===== src/hw/rtl/uerm_pkg.sv =====
`default_nettype none

package uerm_pkg;

    // Measurement and arithmetic widths
    localparam int COUNT_WIDTH = 32;
    localparam int DIV_WIDTH   = 20;
    localparam int DIST_WIDTH  = 8;
    localparam int QUO_WIDTH   = 16;
    localparam int PROD_WIDTH  = COUNT_WIDTH + 7;          // count * 100 fits in 7 more bits
    localparam int HI_WIDTH    = PROD_WIDTH - QUO_WIDTH;
    localparam int SUB_WIDTH   = (HI_WIDTH > DIV_WIDTH + 1) ? HI_WIDTH : DIV_WIDTH + 1;
    localparam int STEP_WIDTH  = $clog2(QUO_WIDTH);

    localparam logic [COUNT_WIDTH-1:0] COUNT_MAX = {COUNT_WIDTH{1'b1}};
    localparam logic [QUO_WIDTH-1:0]   QUO_SAT   = {QUO_WIDTH{1'b1}};

    // Configuration port
    localparam int CFG_IDX_WIDTH  = 3;
    localparam int CFG_DATA_WIDTH = DIV_WIDTH;

    localparam logic [CFG_IDX_WIDTH-1:0] REG_DIVISOR   = 3'd0;
    localparam logic [CFG_IDX_WIDTH-1:0] REG_MIN_VALID = 3'd1;
    localparam logic [CFG_IDX_WIDTH-1:0] REG_MAX_VALID = 3'd2;
    localparam logic [CFG_IDX_WIDTH-1:0] REG_FAR_THR   = 3'd3;
    localparam logic [CFG_IDX_WIDTH-1:0] REG_FAR_VALUE = 3'd4;

    localparam logic [DIV_WIDTH-1:0]  RST_DIVISOR   = 20'd93295;
    localparam logic [DIST_WIDTH-1:0] RST_MIN_VALID = 8'd2;
    localparam logic [DIST_WIDTH-1:0] RST_MAX_VALID = 8'd80;
    localparam logic [DIST_WIDTH-1:0] RST_FAR_THR   = 8'd90;
    localparam logic [DIST_WIDTH-1:0] RST_FAR_VALUE = 8'd100;

    typedef struct packed {
        logic [DIV_WIDTH-1:0]  divisor;
        logic [DIST_WIDTH-1:0] min_valid;
        logic [DIST_WIDTH-1:0] max_valid;
        logic [DIST_WIDTH-1:0] far_threshold;
        logic [DIST_WIDTH-1:0] far_value;
    } cfg_t;

    typedef struct packed {
        logic                 done;
        logic [QUO_WIDTH-1:0] quotient;
    } div_res_t;

    typedef enum logic [1:0] {
        PH_WAIT = 2'd0,
        PH_MEAS = 2'd1,
        PH_DONE = 2'd2
    } phase_t;

    typedef enum logic [1:0] {
        ST_IDLE,
        ST_DIV,
        ST_CONV
    } ctl_state_t;

    typedef enum logic [2:0] {
        DV_IDLE,
        DV_MUL,
        DV_CMP,
        DV_STEP,
        DV_DONE
    } div_state_t;

endpackage

`default_nettype wire


===== src/hw/rtl/uerm_regs.sv =====
`default_nettype none

module uerm_regs (
    input  wire                                  clk,
    input  wire                                  rst_n,
    input  wire                                  cfg_we,
    input  wire  [uerm_pkg::CFG_IDX_WIDTH-1:0]   cfg_index,
    input  wire  [uerm_pkg::CFG_DATA_WIDTH-1:0]  cfg_data,
    output uerm_pkg::cfg_t                       cfg
);
    import uerm_pkg::*;

    cfg_t cfg_reg;

    always_ff @(posedge clk or negedge rst_n)
    begin
        if (!rst_n)
        begin
            cfg_reg.divisor       <= RST_DIVISOR;
            cfg_reg.min_valid     <= RST_MIN_VALID;
            cfg_reg.max_valid     <= RST_MAX_VALID;
            cfg_reg.far_threshold <= RST_FAR_THR;
            cfg_reg.far_value     <= RST_FAR_VALUE;
        end
        else if (cfg_we)
        begin
            case (cfg_index)
                REG_DIVISOR:   cfg_reg.divisor       <= cfg_data;
                REG_MIN_VALID: cfg_reg.min_valid     <= cfg_data[DIST_WIDTH-1:0];
                REG_MAX_VALID: cfg_reg.max_valid     <= cfg_data[DIST_WIDTH-1:0];
                REG_FAR_THR:   cfg_reg.far_threshold <= cfg_data[DIST_WIDTH-1:0];
                REG_FAR_VALUE: cfg_reg.far_value     <= cfg_data[DIST_WIDTH-1:0];
                default:       ;
            endcase
        end
    end

    assign cfg = cfg_reg;

endmodule

`default_nettype wire


===== src/hw/rtl/uerm_div.sv =====
`default_nettype none

// Saturating floor(count*100/divisor), one shared subtractor,
// restoring long division one quotient bit per cycle.
module uerm_div (
    input  wire                                clk,
    input  wire                                rst_n,
    input  wire                                start,
    input  wire  [uerm_pkg::COUNT_WIDTH-1:0]   count,
    input  wire  [uerm_pkg::DIV_WIDTH-1:0]     divisor,
    output uerm_pkg::div_res_t                 res
);
    import uerm_pkg::*;

    div_state_t              state_reg, state_next;
    logic [PROD_WIDTH-1:0]   prod_reg,  prod_next;
    logic [SUB_WIDTH-1:0]    rem_reg,   rem_next;
    logic [QUO_WIDTH-1:0]    quo_reg,   quo_next;
    logic [STEP_WIDTH-1:0]   step_reg,  step_next;

    logic [PROD_WIDTH-1:0]   cnt_ext;
    logic [SUB_WIDTH-1:0]    sub_a;
    logic [SUB_WIDTH:0]      diff;
    logic                    borrow;

    assign cnt_ext = PROD_WIDTH'(prod_reg[COUNT_WIDTH-1:0]);

    // shared subtractor
    assign diff   = {1'b0, sub_a} - {1'b0, SUB_WIDTH'(divisor)};
    assign borrow = diff[SUB_WIDTH];

    always_ff @(posedge clk or negedge rst_n)
    begin
        if (!rst_n)
        begin
            state_reg <= DV_IDLE;
        end
        else
        begin
            state_reg <= state_next;
        end
    end

    always_ff @(posedge clk)
    begin
        prod_reg <= prod_next;
        rem_reg  <= rem_next;
        quo_reg  <= quo_next;
        step_reg <= step_next;
    end

    always_comb
    begin
        state_next = state_reg;
        prod_next  = prod_reg;
        rem_next   = rem_reg;
        quo_next   = quo_reg;
        step_next  = step_reg;
        sub_a      = '0;
        res.done   = 1'b0;
        res.quotient = quo_reg;
        case (state_reg)
            DV_IDLE:
            begin
                if (start)
                begin
                    prod_next  = PROD_WIDTH'(count);
                    state_next = DV_MUL;
                end
            end
            DV_MUL:
            begin
                // x100 = x64 + x32 + x4
                prod_next  = (cnt_ext << 6) + (cnt_ext << 5) + (cnt_ext << 2);
                state_next = DV_CMP;
            end
            DV_CMP:
            begin
                // quotient overflows 16 bits iff upper part >= divisor
                sub_a = SUB_WIDTH'(prod_reg[PROD_WIDTH-1:QUO_WIDTH]);
                if (!borrow)
                begin
                    quo_next   = QUO_SAT;
                    state_next = DV_DONE;
                end
                else
                begin
                    rem_next   = sub_a;
                    step_next  = STEP_WIDTH'(QUO_WIDTH - 1);
                    state_next = DV_STEP;
                end
            end
            DV_STEP:
            begin
                sub_a     = {rem_reg[SUB_WIDTH-2:0], prod_reg[QUO_WIDTH-1]};
                prod_next = prod_reg << 1;
                rem_next  = borrow ? sub_a : diff[SUB_WIDTH-1:0];
                quo_next  = {quo_reg[QUO_WIDTH-2:0], ~borrow};
                step_next = step_reg - 1'b1;
                if (step_reg == '0)
                begin
                    state_next = DV_DONE;
                end
            end
            DV_DONE:
            begin
                res.done   = 1'b1;
                state_next = DV_IDLE;
            end
            default:
            begin
                state_next = DV_IDLE;
            end
        endcase
    end

endmodule

`default_nettype wire


===== src/hw/rtl/ultrasonic_echo_range_meter.sv =====
`default_nettype none

// Channel   Direction  Handshake             Payload
// in        sink       in_valid / in_stall   echo_level, read_request
// out       source     out_valid / out_stall distance, updated, phase_out
// cfg       sink       cfg_we                cfg_index, cfg_data
//
// A tick without a conversion has its result registered at accept.
// A tick that converts a finished measurement passes through accept, product, range
// check, 16 restoring steps in the shared subtractor of uerm_div, done and result
// write; the steps are skipped when the quotient saturates.
// rst_n clears control state and loads the configuration defaults.
// in_stall is high while a conversion runs or the output register is full and stalled.
module ultrasonic_echo_range_meter (
    input  wire                                   clk,
    input  wire                                   rst_n,
    input  wire                                   in_valid,
    output logic                                  in_stall,
    input  wire                                   echo_level,
    input  wire                                   read_request,
    output logic                                  out_valid,
    input  wire                                   out_stall,
    output logic [uerm_pkg::DIST_WIDTH-1:0]       distance,
    output logic                                  updated,
    output logic [1:0]                            phase_out,
    input  wire                                   cfg_we,
    input  wire  [uerm_pkg::CFG_IDX_WIDTH-1:0]    cfg_index,
    input  wire  [uerm_pkg::CFG_DATA_WIDTH-1:0]   cfg_data
);
    import uerm_pkg::*;

    cfg_t                     cfg;
    div_res_t                 div_res;

    ctl_state_t               state_reg,     state_next;
    phase_t                   phase_reg,     phase_next;
    logic [COUNT_WIDTH-1:0]   count_reg,     count_next;
    logic                     last_echo_reg, last_echo_next;
    logic [DIST_WIDTH-1:0]    held_reg,      held_next;
    logic                     out_valid_reg, out_valid_next;
    logic [DIST_WIDTH-1:0]    dist_reg,      dist_next;
    logic                     upd_reg,       upd_next;
    logic [1:0]               ph_out_reg,    ph_out_next;

    logic                     out_free;
    logic                     accept;
    logic                     div_start;
    phase_t                   ph_tick;
    logic [COUNT_WIDTH-1:0]   cnt_tick;
    logic [QUO_WIDTH-1:0]     q;

    uerm_regs u_regs (
        .clk       (clk),
        .rst_n     (rst_n),
        .cfg_we    (cfg_we),
        .cfg_index (cfg_index),
        .cfg_data  (cfg_data),
        .cfg       (cfg)
    );

    uerm_div u_div (
        .clk     (clk),
        .rst_n   (rst_n),
        .start   (div_start),
        .count   (cnt_tick),
        .divisor (cfg.divisor),
        .res     (div_res)
    );

    assign out_free = !out_valid_reg || !out_stall;
    assign in_stall = !((state_reg == ST_IDLE) && out_free);
    assign accept   = in_valid && !in_stall;
    assign q        = div_res.quotient;

    // echo edge handling for the tick on the input
    always_comb
    begin
        ph_tick  = phase_reg;
        cnt_tick = count_reg;
        case (phase_reg)
            PH_WAIT:
            begin
                if (echo_level && !last_echo_reg)
                begin
                    cnt_tick = '0;
                    ph_tick  = PH_MEAS;
                end
            end
            PH_MEAS:
            begin
                if (count_reg != COUNT_MAX)
                begin
                    cnt_tick = count_reg + 1'b1;
                end
                if (!echo_level && last_echo_reg)
                begin
                    ph_tick = PH_DONE;
                end
            end
            default:
            begin
            end
        endcase
    end

    always_ff @(posedge clk or negedge rst_n)
    begin
        if (!rst_n)
        begin
            state_reg     <= ST_IDLE;
            phase_reg     <= PH_WAIT;
            count_reg     <= '0;
            last_echo_reg <= 1'b0;
            held_reg      <= '0;
            out_valid_reg <= 1'b0;
        end
        else
        begin
            state_reg     <= state_next;
            phase_reg     <= phase_next;
            count_reg     <= count_next;
            last_echo_reg <= last_echo_next;
            held_reg      <= held_next;
            out_valid_reg <= out_valid_next;
        end
    end

    always_ff @(posedge clk)
    begin
        dist_reg   <= dist_next;
        upd_reg    <= upd_next;
        ph_out_reg <= ph_out_next;
    end

    always_comb
    begin
        state_next     = state_reg;
        phase_next     = phase_reg;
        count_next     = count_reg;
        last_echo_next = last_echo_reg;
        held_next      = held_reg;
        out_valid_next = out_valid_reg && out_stall;
        dist_next      = dist_reg;
        upd_next       = upd_reg;
        ph_out_next    = ph_out_reg;
        div_start      = 1'b0;
        case (state_reg)
            ST_IDLE:
            begin
                if (accept)
                begin
                    count_next     = cnt_tick;
                    last_echo_next = echo_level;
                    if (read_request && (ph_tick == PH_DONE))
                    begin
                        phase_next = PH_WAIT;
                        div_start  = 1'b1;
                        state_next = ST_DIV;
                    end
                    else
                    begin
                        phase_next     = ph_tick;
                        out_valid_next = 1'b1;
                        dist_next      = held_reg;
                        upd_next       = 1'b0;
                        ph_out_next    = ph_tick;
                    end
                end
            end
            ST_DIV:
            begin
                if (div_res.done)
                begin
                    state_next = ST_CONV;
                end
            end
            ST_CONV:
            begin
                if (out_free)
                begin
                    if ((q >= QUO_WIDTH'(cfg.min_valid)) && (q <= QUO_WIDTH'(cfg.max_valid)))
                    begin
                        held_next = q[DIST_WIDTH-1:0];
                    end
                    else if (q > QUO_WIDTH'(cfg.far_threshold))
                    begin
                        held_next = cfg.far_value;
                    end
                    out_valid_next = 1'b1;
                    dist_next      = held_next;
                    upd_next       = 1'b1;
                    ph_out_next    = PH_WAIT;
                    state_next     = ST_IDLE;
                end
            end
            default:
            begin
                state_next = ST_IDLE;
            end
        endcase
    end

    assign out_valid = out_valid_reg;
    assign distance  = dist_reg;
    assign updated   = upd_reg;
    assign phase_out = ph_out_reg;

endmodule

`default_nettype wire


===== config.mk =====
export PLATFORM = sky130hd
export DESIGN_NAME = ultrasonic_echo_range_meter
export DESIGN_NICKNAME = d
export VERILOG_FILES = /design/src/hw/rtl/uerm_pkg.sv /design/src/hw/rtl/uerm_regs.sv /design/src/hw/rtl/uerm_div.sv /design/src/hw/rtl/ultrasonic_echo_range_meter.sv
export SDC_FILE = /design/constraint.sdc
export NUM_CORES = 1
export LEC_CHECK = 0
export ABC_CLOCK_PERIOD_IN_PS = 5900
export BUFFER_PORTS_ARGS = -buffer_cell sky130_fd_sc_hd__buf_2
export CAP_MARGIN = 15
export CORE_ASPECT_RATIO = 1.1
export CORE_UTILIZATION = 61
export DETAILED_ROUTE_END_ITERATION = 8
export PLACE_DENSITY = 0.78
export SLEW_MARGIN = 10
export SYNTH_ARGS = -nofsm -noshare
export SYNTH_HDL_FRONTEND = slang
export SYNTH_SLANG_ARGS = --single-unit

===== constraint.sdc =====
create_clock -name clk -period 5.9 [get_ports clk]
set_clock_uncertainty 0.1 [all_clocks]
set_input_delay 0.59 -clock clk [delete_from_list [all_inputs] [get_ports clk]]
set_output_delay 0.59 -clock clk [all_outputs]
set_load 0.02 [all_outputs]

Yosys cells after proc, flatten, opt, wreduce, memory -nomap -nowiden

Index checks and enable logic that the tools add are counted.

Add/subtract/negate cells: 5
Order comparisons: 3
Eq/ne operators: 22
Multiplexer cells: 47
Bitwise operators: 1
Reductions and logical operators: 34

Operators by type and width:

| cell                                          | number |
|---|---|
| case mux 39 bit (3 select lines)              | 1 |
| two-way mux 32 bit                            | 2 |
| case mux 32 bit (2 select lines)              | 1 |
| case mux 23 bit (2 select lines)              | 1 |
| two-way mux 22 bit                            | 2 |
| case mux 22 bit (2 select lines)              | 1 |
| two-way mux 8 bit                             | 5 |
| adder 38 x 37 -> 39 bit                       | 1 |
| adder 39 x 34 -> 39 bit                       | 1 |
| two-way mux 39 bit                            | 1 |
| adder 32 x 1 -> 32 bit, second input constant | 1 |
| inequality test 32 bit, second input constant | 1 |
| case mux 16 bit (2 select lines)              | 1 |
| subtractor 23 x 20 -> 24 bit                  | 1 |
| AND reduction 2 bit                           | 11 |
| two-way mux 2 bit                             | 9 |
| greater-or-equal comparator 16 x 8 -> 1 bit   | 1 |
| greater-than comparator 16 x 8 -> 1 bit       | 1 |
| less-or-equal comparator 16 x 8 -> 1 bit      | 1 |
| two-way mux 16 bit                            | 1 |
| case mux 8 bit (2 select lines)               | 1 |
| == test 3 x 2 -> 1 bit, second input constant | 4 |
| inequality test 2 bit, second input constant  | 6 |
| case mux 3 bit (4 select lines)               | 1 |
| 23 further kinds                              | 56 |

Register bits after elaboration: 193
Input bits: 30
Output and inout port bits: 13
Logic and storage cells: 131

Depth between registers and ports, before layout

Gate-level depths: netlist (run 1).

Depth in word-level cells: 11
Depth in mapped cells: 18
Depth with buffers taken out: 13

Hierarchy

A second synthesis (run 1) with hierarchy kept.

Cells, all modules: 1440
Area, all modules: 13908.3 µm²

By module, submodules not included:

| module                      | times used | cells each | area an instance (µm²) | seq. area each (µm²) |
|---|---|---|---|---|
| uerm_div                    | 1          | 811        | 7533.5                 | 2507.4 |
| ultrasonic_echo_range_meter | 1          | 515        | 4275.4                 | 1481.4 |
| uerm_regs                   | 1          | 114        | 2099.5                 | 1327.5 |

Worst setup path before layout (run 1)

OpenSTA, ideal clock, no wires.

Kind: reg2reg
Start point: register u_div.state_reg[0]
End point: register u_div.rem_reg[0], enable pin
Setup time: 0.418 ns
Arrival time: 4.377 ns
Setup slack: 1.006 ns
Stages on the path, launching flop included: 13
Path buffers: 4
Period minus slack after synthesis: 4.894 ns
Path through: dfrtp_1 -> clkbuf_1 -> clkbuf_1 -> mux2i_1 -> nor2_1 -> ha_1 -> or4_1 -> o21ai_1 -> a31oi_2 -> a21o_1 -> buf_4 -> clkbuf_1 -> a21oi_1

Longest elaborated chain between the ends: 5
Elaborated cells between the ends (all ways): 7

RTL lines:

| what                                            | RTL line       | text |
|---|---|---|
| from (decl)                                     | uerm_div.sv:15 | `div_state_t state_reg, state_next;` |
| from (signal assigned)                          | uerm_div.sv:40 | `state_reg <= state_next;` |
| == test 3 x 2 -> 1 bit                          | uerm_div.sv:62 | `case (state_reg)` |
| case mux 23 bit (2 select lines)                | uerm_div.sv:62 |  |
| subtractor 23 x 20 -> 24 bit                    | uerm_div.sv:29 | `assign diff = {1'b0, sub_a} - {1'b0, SUB_WIDTH'(divisor)};` |
| inequality test 2 x 1 -> 1 bit (no source line) | -              |  |
| AND reduction 2 bit (no source line) (*)        | -              |  |
| to (signal assigned)                            | uerm_div.sv:47 | `rem_reg <= rem_next;` |
| to (decl)                                       | uerm_div.sv:17 | `logic [SUB_WIDTH-1:0] rem_reg, rem_next;` |

Every way passes the cells marked *; elsewhere a longest branch is shown, timed or not.
A chain may end at the register's enable or synchronous reset.

Worst setup path after layout (run 1)

Start point: register u_div.state_reg[1]
End point: register u_div.rem_reg[10] (data pin)

Longest elaborated chain between the ends: 5
Elaborated cells between the ends (all ways): 6

RTL lines:

| what                                 | RTL line       | text |
|---|---|---|
| == test 3 x 2 -> 1 bit               | uerm_div.sv:62 |  |
| case mux 23 bit (2 select lines)     | uerm_div.sv:62 |  |
| subtractor 23 x 20 -> 24 bit         | uerm_div.sv:29 |  |
| two-way mux 22 bit                   | uerm_div.sv:97 | `rem_next = borrow ? sub_a : diff[SUB_WIDTH-1:0];` |
| case mux 22 bit (2 select lines) (*) | uerm_div.sv:62 |  |
| net u_div.rem_next[10]               | uerm_div.sv:17 |  |

Mark *: on every way through the listed nets, which the timed path passes. The rest lies on a longest branch.

==> results.toml, run 1 <==
[outcome]
outcome = "complete, but fails checks"
violations = "negative hold slack"

[sta]
hold_viol = 3
rsz0062_at_grt = "false"
period_share_pct = 78.8
holdWs_ps = -7.08
max_freq_mhz = 215
tightestPinTransition_ps = 1130
finalSetupViolCount = 0
slew_violations = 0
fin_crit_ps = 4650
slew_headroom_pct = 24.4
tns_ps = 0

[clock_tree]
cts_num_sinks = 193
clock_latency_ps = 440
cts_made_buffers = 17
cts_root_buf = "clkbuf_16"
clock_path_buffers = 2
clk_transition_reported_paths_ps = 80
cts_tree = "done"
cts-resized-gates = 0
cts_max_level = 4
postCtsHoldBufs = 0
postCtsSetupRepairBufs = 0

[floorplan]
core-area_sq_um = 21400
fp.dieW_um = 143
io_pins = 43
dieArea_sq_um = 22400
core.rowCount = 56
start_util_pct = 62.2
die_h_um = 157

[routing]
ant_nets = 0
num_vias = 10838
drtIter0Drc = 1052
detail_route.wl_per_cell_um = 18.3
drtPass1Iterations = 5
viasPerCell = 6.29
drc_errors = 0
wirelength_um = 31600

[power_and_ir_drop]
p_clk_share_pct = 14.8
combPwrFrac_pct = 56.8
switching_share_pct = 46.1
seqPwrFrac_pct = 28.5
power_switching_mw = 3.80
p_per_area_nw_per_um2 = 574
power.internal_mw = 4.44
vdd_drop_max_uv = 442
p_leak_nw = 5.85

[synthesis]
async_reset_ff_share_pct = 52.3
synth_top_area_share_pct = 20.8
ys_warn_count = 0
synth_area_leaders = "edfxtp_1 21%, dfrtp_1 15%, ha_1 7.7%"
synth_area_sq_um = 13300
synth-seq-area-share_pct = 40.0
synthDistinctLibCells = 76
synth_ff_type = "edfxtp_1"
ys_ff_latch = 193
synth_fp_nets = 1551
syn_inst = 1409
synth.avg_cell_area_sq_um = 9.43
yosysTopAreaCell = "edfxtp_1"
synth_enable_flop_cells = 92

[finish]
largest_register_ffs = 52
num_antenna_cells = 0
fin_nets = 1563
final-seq-area_sq_um = 5320
final_common_cell = "nand2_1"
multi_input_area_sq_um = 7460
final_cell_count_no_fill = 1724
area_delta_synth_final_pct = 8.11
nFillCells = 1706
mostFrequentLayoutCells = "170 x nand2_1, 135 x o21ai_0, 104 x nor2_1"
drive_gt1_share_pct = 11.6

[placement]
port_buffers = 42
place_inst = 1692
gp_congestion = 0.884
dp_hpwl_um = 22400

[job]
cap_viol_max_count = 0

[global_route]
gr-total-overflow = 0
antenna_found_initial = 0
grt_pass1_wl_um = 51500
grt_usage_pct = 29.2
grt_pass1_vias = 10240
grt_max_degree = 63

[critical_path]
cp-start-kind = "register"
cp-end-kind = "register"
crit_required_ps = 6090
worstPathMaxFanout = 27
crit_type = "reg -> reg"
crit_arrival_ps = 4840

[min_path]
hp-class = "in -> async"
==> area by class of cell <==
type | instances | share of cell area [%]
inverter | 75 | 1.96
clock inverter | 12 | 1.11
clock buffer | 20 | 3.19
timing repair buffer | 57 | 2.27
tap | 290 | 2.53
multi-input combinational | 1077 | 51.9
sequential | 193 | 37.0
==> power groups by stage <==
stage	Combinational (mW)	Clock (mW)	Sequential, mW
2_1_floorplan	3.58	0	2.26
3_3_place_gp	4.47	0	2.35
3_5_place_dp	4.57	0	2.36
4_1_cts	4.63	1.22	2.34
5_1_grt	5.20	1.27	2.40
6_report	4.67	1.22	2.34
==> final timing paths <==
kind,slack [ps],start,to,cells after the start
worst max register to register,1250,u_div.state_reg[1],u_div.rem_reg[10],13
min in group clk,240,cfg_data[12],u_regs.cfg[44],3
worst max-delay path,1250,u_div.state_reg[1],u_div.rem_reg[10],13
worst min register to register,410,held_reg[0],held_reg[0],1
worst min-delay path,-7,rst_n,u_regs.cfg[29],1
max in group asynchronous,4510,rst_n,count_reg[18],2
==> critical path, cell delays in order, from the launching register on <==
cell	delay (ps)
dfrtp_1	720
nand2b_1	450
buf_4	360
nor2_1	140
ha_1	240
o21ai_1	130
a2111oi_0	400
o21ai_1	180
a31oi_2	320
a21o_1	170
buf_4	280
inv_1	370
or3_1	460
a31oi_1	160
==> synth_stat cells, drive strengths merged, types with 11 or more instances <==
cell / count
dfstp: 21
a22oi: 17
nand2b: 11
o31ai: 15
a22o: 24
nor4: 13
nand3: 33
edfxtp: 92
a21o: 32
mux2i: 35
nand2: 170
ha: 82
buf: 12
xor2: 13
a31oi: 21
nor3: 24
mux2: 23
o21ai: 144
dfrtp: 80
or3: 19
a211oi: 14
nand4: 16
a21oi: 86
xnor2: 28
and3: 11
nor2: 108
inv: 75
clkbuf: 52
fa: 30
==> kinds of logic (layout without fill, tap and decap cells) <==
kind of cell | Yosys count | in the layout | share of synthesized area [%]
adders and majority gates | 112 | 112 | 12.2
and+or+nand+nor | 450 | 450 | 16.4
DFF | 193 | 193 | 40.0
AOI/OAI and AO/OA | 416 | 416 | 20.0
muxes | 58 | 58 | 4.59
buffers and inverters | 139 | 164 | 4.06
xor gates and xnor gates | 41 | 41 | 2.70
==> routing by layer <==
metal	part of all wire [%]	global-route usage (%)	vias up
met5	0	0	-
met2	49	50.1	338
met4	2.8	10.7	0
met1	43	37.8	5256
met3	4.6	3.79	69
li1	-	-	5175
==> metrics by stage <==
step	hold WS, ps	utilization (%)	total power, mW	cell area (sq um)	setup WS (ps)
finish	-7.08	67.2	8.24	14400	1250
global route	31.0	67.2	8.87	14400	936
CTS	16.0	67.2	8.19	14400	1330
detailed placement	382	64.3	6.93	13700	1300
global placement	383	64.3	6.81	13700	1470
floorplan	194	-	5.85	13300	1010
(Power assumes the default switching activity.)
==> run 2, diff against run 1 <==
--- a/config.mk
+++ b/config.mk
@@ -5,7 +5,7 @@
 export SDC_FILE = /design/constraint.sdc
 export NUM_CORES = 1
 export LEC_CHECK = 0
-export ABC_CLOCK_PERIOD_IN_PS = 5900
+export ABC_CLOCK_PERIOD_IN_PS = 4400
 export BUFFER_PORTS_ARGS = -buffer_cell sky130_fd_sc_hd__buf_2
 export CAP_MARGIN = 15
 export CORE_ASPECT_RATIO = 1.1
==> constraint.sdc (replaced) <==
create_clock -name clk -period 4.4 [get_ports clk]
set_clock_uncertainty 0.1 [all_clocks]
set_input_delay 0.44 -clock clk [delete_from_list [all_inputs] [get_ports clk]]
set_output_delay 0.44 -clock clk [all_outputs]
set_load 0.02 [all_outputs]
==> run 2 against run 1 <==
Effect of this change:
- the run now ends clean
- cell area grew 0.41%
- wire length shrank 0.48%
- utilization grew 0.28 points
- via count shrank 0.46%
- fmax grew 19%
- sequential cell count is the same
- setup slack lost 750 ps
- largest power group unchanged
- highest routed layer unchanged
==> results.toml, run 2 (synthesis results as in run 1) <==
[outcome]
outcome = "finished, final reports clean"

[power_and_ir_drop]
vdd_drop_max_uv = 481
p_clk_share_pct = 14.6
switching_share_pct = 46.1
p_leak_nw = 5.88
seqPwrFrac_pct = 27.8
p_per_area_nw_per_um2 = 770
power_switching_mw = 5.12
combPwrFrac_pct = 57.6
power.internal_mw = 5.98

[placement]
gp_congestion = 0.886
dp_hpwl_um = 22500
port_buffers = 42
place_area_sq_um = 13800

[critical_path]
crit_slowest_cell = "dfrtp_1"
crit_arrival_ps = 4100
cp_top_family = "compound AO/OA/AOI/OAI gates"
worstPathMaxFanout = 26
crit_required_ps = 4600
cp-start-kind = "register"
path_cells = "nand2b_1 -> buf_4 -> nor2_1 -> ha_1 -> nand3_1 -> a2111oi_0 -> o21ai_1 -> a31oi_2 -> a21o_1 -> buf_4 -> nand3_1 -> or3b_1 -> a21oi_1"
max_stage_delay_ps = 490
critPathBufInv = 2
crit_type = "reg -> reg"
cp-end-kind = "register"
rrSetupSlack_ps = 500

[finish]
largest_register_ffs = 52
nFillCells = 1677
num_antenna_cells = 0
fin_nets = 1571
fin_area_sq_um = 14400
final_common_cell = "nand2_1"
mostFrequentLayoutCells = "170 x nand2_1, 135 x o21ai_0, 104 x nor2_1"
drive_gt1_share_pct = 12.2
area_delta_synth_final_pct = 8.55

[global_route]
antenna_found_initial = 0
grt_pass1_vias = 10342
gr-total-overflow = 0
grt_usage_pct = 29.4
grt_pass1_wl_um = 51500
grt_max_degree = 78

[floorplan]
die_h_um = 157
io_pins = 43
core-area_sq_um = 21400
fp.dieW_um = 143
core.rowCount = 56
dieArea_sq_um = 22400
start_util_pct = 62.2

[clock_tree]
cts_max_level = 4
cts_tree = "done"
cts_made_buffers = 17
clock_path_buffers = 2
cts_root_buf = "clkbuf_16"
cts-resized-gates = 0
clock_latency_ps = 440
clk_transition_reported_paths_ps = 80
cts_num_sinks = 193
postCtsSetupRepairBufs = 0
postCtsHoldBufs = 0

[routing]
ant_nets = 0
num_vias = 10788
drc_errors = 0
detail_route.wl_per_cell_um = 18.1
viasPerCell = 6.23
drtIter0Drc = 827
drtPass1Iterations = 6
wirelength_um = 31400

[sta]
max_freq_mhz = 256
rsz0062_at_grt = "false"
tightestPinTransition_ps = 1050
slew_headroom_pct = 30.1
finalSetupViolCount = 0
tns_ps = 0
fin_crit_ps = 3900
hold_viol = 0
slew_violations = 0
period_share_pct = 88.6

[min_path]
hp-class = "in -> async"

[job]
cap_viol_max_count = 0
==> run 2: cell types whose count changed in the layout (fill, tap and decap cells not counted), moves of 2 or more <==
cell | before | now
buf_4 | 16 | 24
inv_8 | 2 | 5
clkinv_4 | 0 | 2
inv_6 | 4 | 2
==> run 2: worst reg2reg max path: stages (launching register included) <==
cell and delay (ps):
dfrtp_1 490, nand2b_1 340, buf_4 270, nor2_1 80, ha_1 370, nand3_1 120, a2111oi_0 380, o21ai_1 180
a31oi_2 320, a21o_1 180, buf_4 280, nand3_1 100, or3b_1 400, a21oi_1 140
==> run 2: per-stage QoR <==
stage / cells / power [mW] / hold slack [ps] / utilization, % / setup slack, ps
floorplan: 1409 / 7.84 / 44.4 / - / 73.9
detailed placement: 1700 / 9.35 / 387 / 64.6 / 581
CTS: 1732 / 11.1 / 83.5 / 67.5 / 519
global placement: 1700 / 9.21 / 384 / 64.6 / 679
global route: 1732 / 11.9 / 95.4 / 67.5 / 92.4
finish: 1732 / 11.1 / 67.4 / 67.5 / 501
==> run 2: power groups by stage <==
stage,sequential [mW],clock [mW],combinational (mW)
after global placement,3.09,0,6.12
after detailed placement,3.12,0,6.23
after global routing,3.17,1.71,7.05
after floorplan,3.03,0,4.81
after CTS,3.09,1.65,6.34
final,3.09,1.62,6.39
==> run 2: final cells by class <==
| cell class | instances | area (sq um) | area share (%) |
|---|---|---|---|
| clock buffer | 18 | 429 | 2.98 |
| clock inverter | 14 | 186 | 1.29 |
| inverter | 75 | 282 | 1.95 |
| multi-input combinational | 1077 | 7460 | 51.7 |
| sequential | 193 | 5320 | 36.9 |
| tap | 290 | 363 | 2.52 |
| timing repair buffer | 65 | 385 | 2.67 |
==> run 2: path summary, 6_finish.rpt <==
check	start	end	depth (start not counted)
setup / recovery	u_div.state_reg[2]	u_div.rem_reg[18]	13
hold / removal	rst_n	u_regs.cfg[13]	1
setup reg to reg	u_div.state_reg[2]	u_div.rem_reg[18]	13
hold reg to reg	u_regs.cfg[34]	u_regs.cfg[34]	2
max in group asynchronous	rst_n	u_regs.cfg[42]	2
min in group clk	cfg_data[17]	u_regs.cfg[49]	3
==> run 2: metal layers <==
| layer | part of all wire, % | vias up | track usage (%) |
|---|---|---|---|
| met5 | 0 | - | 0 |
| met4 | 3.1 | 0 | 11.5 |
| met2 | 50 | 283 | 50.7 |
| met3 | 4.0 | 59 | 3.98 |
| li1 | - | 5194 | - |
| met1 | 43 | 5252 | 37.4 |
==> run 3, diff against run 2 <==
--- a/config.mk
+++ b/config.mk
@@ -11,6 +11,7 @@
 export CORE_ASPECT_RATIO = 1.1
 export CORE_UTILIZATION = 61
 export DETAILED_ROUTE_END_ITERATION = 8
+export GPL_TIMING_DRIVEN = 0
 export PLACE_DENSITY = 0.78
 export SLEW_MARGIN = 10
 export SYNTH_ARGS = -nofsm -noshare
==> run 3 against run 2 <==
Effect of this change:
- global-route usage increased by 2.3 points
- non-clock buffer count increased by 50
- combinational power increased by 2%
- clock power increased by 2%
- utilization increased by 1.2 points
- highest routed layer unchanged
- first-iteration DRC count increased by 3.6%
- fmax decreased by 6.5%
==> results.toml, run 3 (synthesis results as in run 1) <==
[floorplan]
dieArea_sq_um = 22400
fp.dieW_um = 143
io_pins = 43
start_util_pct = 62.2
core-area_sq_um = 21400
core.rowCount = 56
die_h_um = 157

[outcome]
outcome = "finished, final reports clean"

[finish]
largest_register_ffs = 52
num_antenna_cells = 0
drive_gt1_share_pct = 12.3
fin_nets = 1621
area_delta_synth_final_pct = 10.4
multi_input_area_sq_um = 7460
final-seq-area_sq_um = 5320
mostFrequentLayoutCells = "170 x nand2_1, 135 x o21ai_0, 104 x nor2_1"
final_common_cell = "nand2_1"
nFillCells = 1657
post-route-util_pct = 68.6

[sta]
holdWs_ps = 100
slew_violations = 0
period_share_pct = 94.7
tns_ps = 0
max_freq_mhz = 240
hold_viol = 0
finalSetupViolCount = 0
fin_crit_ps = 4170
rsz0062_at_grt = "false"
slew_headroom_pct = 40.6
tightestPinTransition_ps = 888

[routing]
wirelength_um = 33800
ant_nets = 0
drtIter0Drc = 857
wl_met1_um = 14400
highest_layer = "met4"
detail_route.wl_per_cell_um = 19.0
drc_errors = 0
wl_met3_um = 1670
viasPerCell = 6.23
num_vias = 11101
wl_met2_um = 16500
drtPass1Iterations = 6

[global_route]
grt_usage_pct = 31.7
antenna_found_initial = 0
grt_pass1_wl_um = 54600
grt_max_degree = 63
grt_pass1_vias = 10586
gr-total-overflow = 0

[power_and_ir_drop]
power.internal_mw = 6.07
power_switching_mw = 5.18
p_leak_nw = 5.98
seqPwrFrac_pct = 27.7
vdd_drop_max_uv = 644
combPwrFrac_pct = 57.6
p_per_area_nw_per_um2 = 767
switching_share_pct = 46.0
p_clk_share_pct = 14.7

[critical_path]
max_stage_delay_ps = 480
cp-start-kind = "register"
path_cells = "nand2b_1 -> clkbuf_4 -> clkbuf_4 -> clkbuf_4 -> nor2_1 -> ha_1 -> nand3_1 -> a2111oi_1 -> o21ai_2 -> a31oi_2 -> a21o_1 -> buf_4 -> inv_1 -> buf_2 -> buf_4 -> nand2_1 -> a31oi_1"
cp-end-kind = "register"
crit_type = "reg -> reg"
crit_slowest_cell = "dfrtp_2"
crit_required_ps = 4460
cpMostUsedCell = "clkbuf_4"
crit_arrival_ps = 4230
worstPathMaxFanout = 10

[clock_tree]
clock_latency_ps = 450
cts_made_buffers = 17
clk_transition_reported_paths_ps = 70
cts_num_sinks = 193
cts_root_buf = "clkbuf_16"
cts_max_level = 4
clock_path_buffers = 2
cts_tree = "done"

[placement]
dp_hpwl_um = 25000
gp_congestion = 0.921
port_buffers = 42

[job]
cap_viol_max_count = 0

[min_path]
hp-class = "in -> reg"
run 3: cell types whose count changed in the layout (fill, tap and decap cells not counted), moves of 3 or more:
cell / previous run / this run
clkbuf_1: 1 / 44
clkbuf_4: 0 / 3
clkbuf_8: 0 / 3
clkbuf_2: 0 / 5
buf_4: 24 / 5
buf_2: 41 / 51
run 3: through the flow:
stage	setup slack, ps	power, mW	instance area, sq um	std cells
finish	232	11.3	14700	1782
global route	0.426	12.1	14700	1782
CTS	-5.69	11.2	14600	1780
detailed placement	-642	9.46	14000	1746
global placement	-1110	9.26	13900	1741
floorplan	73.9	7.84	13300	1409
run 3: path summary, 6_finish.rpt:
kind                                     from                to  slack (ps)  cells past startpoint
max                        u_div.state_reg[1]  u_div.rem_reg[5]         230                     17
min                               cfg_data[8]    u_regs.cfg[40]         100                      3
max reg2reg                u_div.state_reg[1]  u_div.rem_reg[5]         230                     17
min reg2reg                       held_reg[3]       held_reg[3]         410                      1
max in group asynchronous               rst_n     u_regs.cfg[2]        3170                      3
min in group asynchronous               rst_n    u_regs.cfg[31]         360                      2
run 3: layout make-up:
| cell class | instances | area share (%) |
|---|---|---|
| multi-input combinational | 1077 | 50.9 |
| sequential | 193 | 36.3 |
| clock buffer | 20 | 3.18 |
| tap | 290 | 2.47 |
| timing repair buffer | 51 | 2.32 |
| inverter | 75 | 1.92 |
| buffer | 64 | 1.89 |
| clock inverter | 12 | 1.07 |
run 3: critical path, delay by kind of cell, from the launching register on:
| kind | cells | cell delay (ps) |
|---|---|---|
| AOI/OAI and AO/OA | 5 | 1080 |
| adders and majority gates | 1 | 370 |
| buffers and inverters | 7 | 1380 |
| DFF | 1 | 480 |
| and+or+nand+nor | 4 | 490 |
run 3: power groups by stage:
| stage | logic, mW | clock network [mW] | registers, mW |
|---|---|---|---|
| after floorplan | 4.81 | 0 | 3.03 |
| after detailed placement | 6.33 | 0 | 3.13 |
| after CTS | 6.41 | 1.66 | 3.10 |
| after global routing | 7.21 | 1.72 | 3.18 |
| final | 6.49 | 1.66 | 3.11 |
| after global placement | 6.14 | 0 | 3.12 |
run 3: layer usage:
layer  up-vias  GRT usage, %
met2       355          53.7
li1       5293             -
met4         0          13.2
met5         -             0
met3        79          4.25
met1      5374          41.0
run 3: what timing repair did:
item | CTS | global route
cloned | 0 | 0
pin swaps | 1 | 1
setup buffers | 1 | 2
endpoints found under the hold margin | 22 | 0
setup endpoints to repair | 67 | 67
hold buffers | 1 | 0
gates resized for setup | 10 | 13
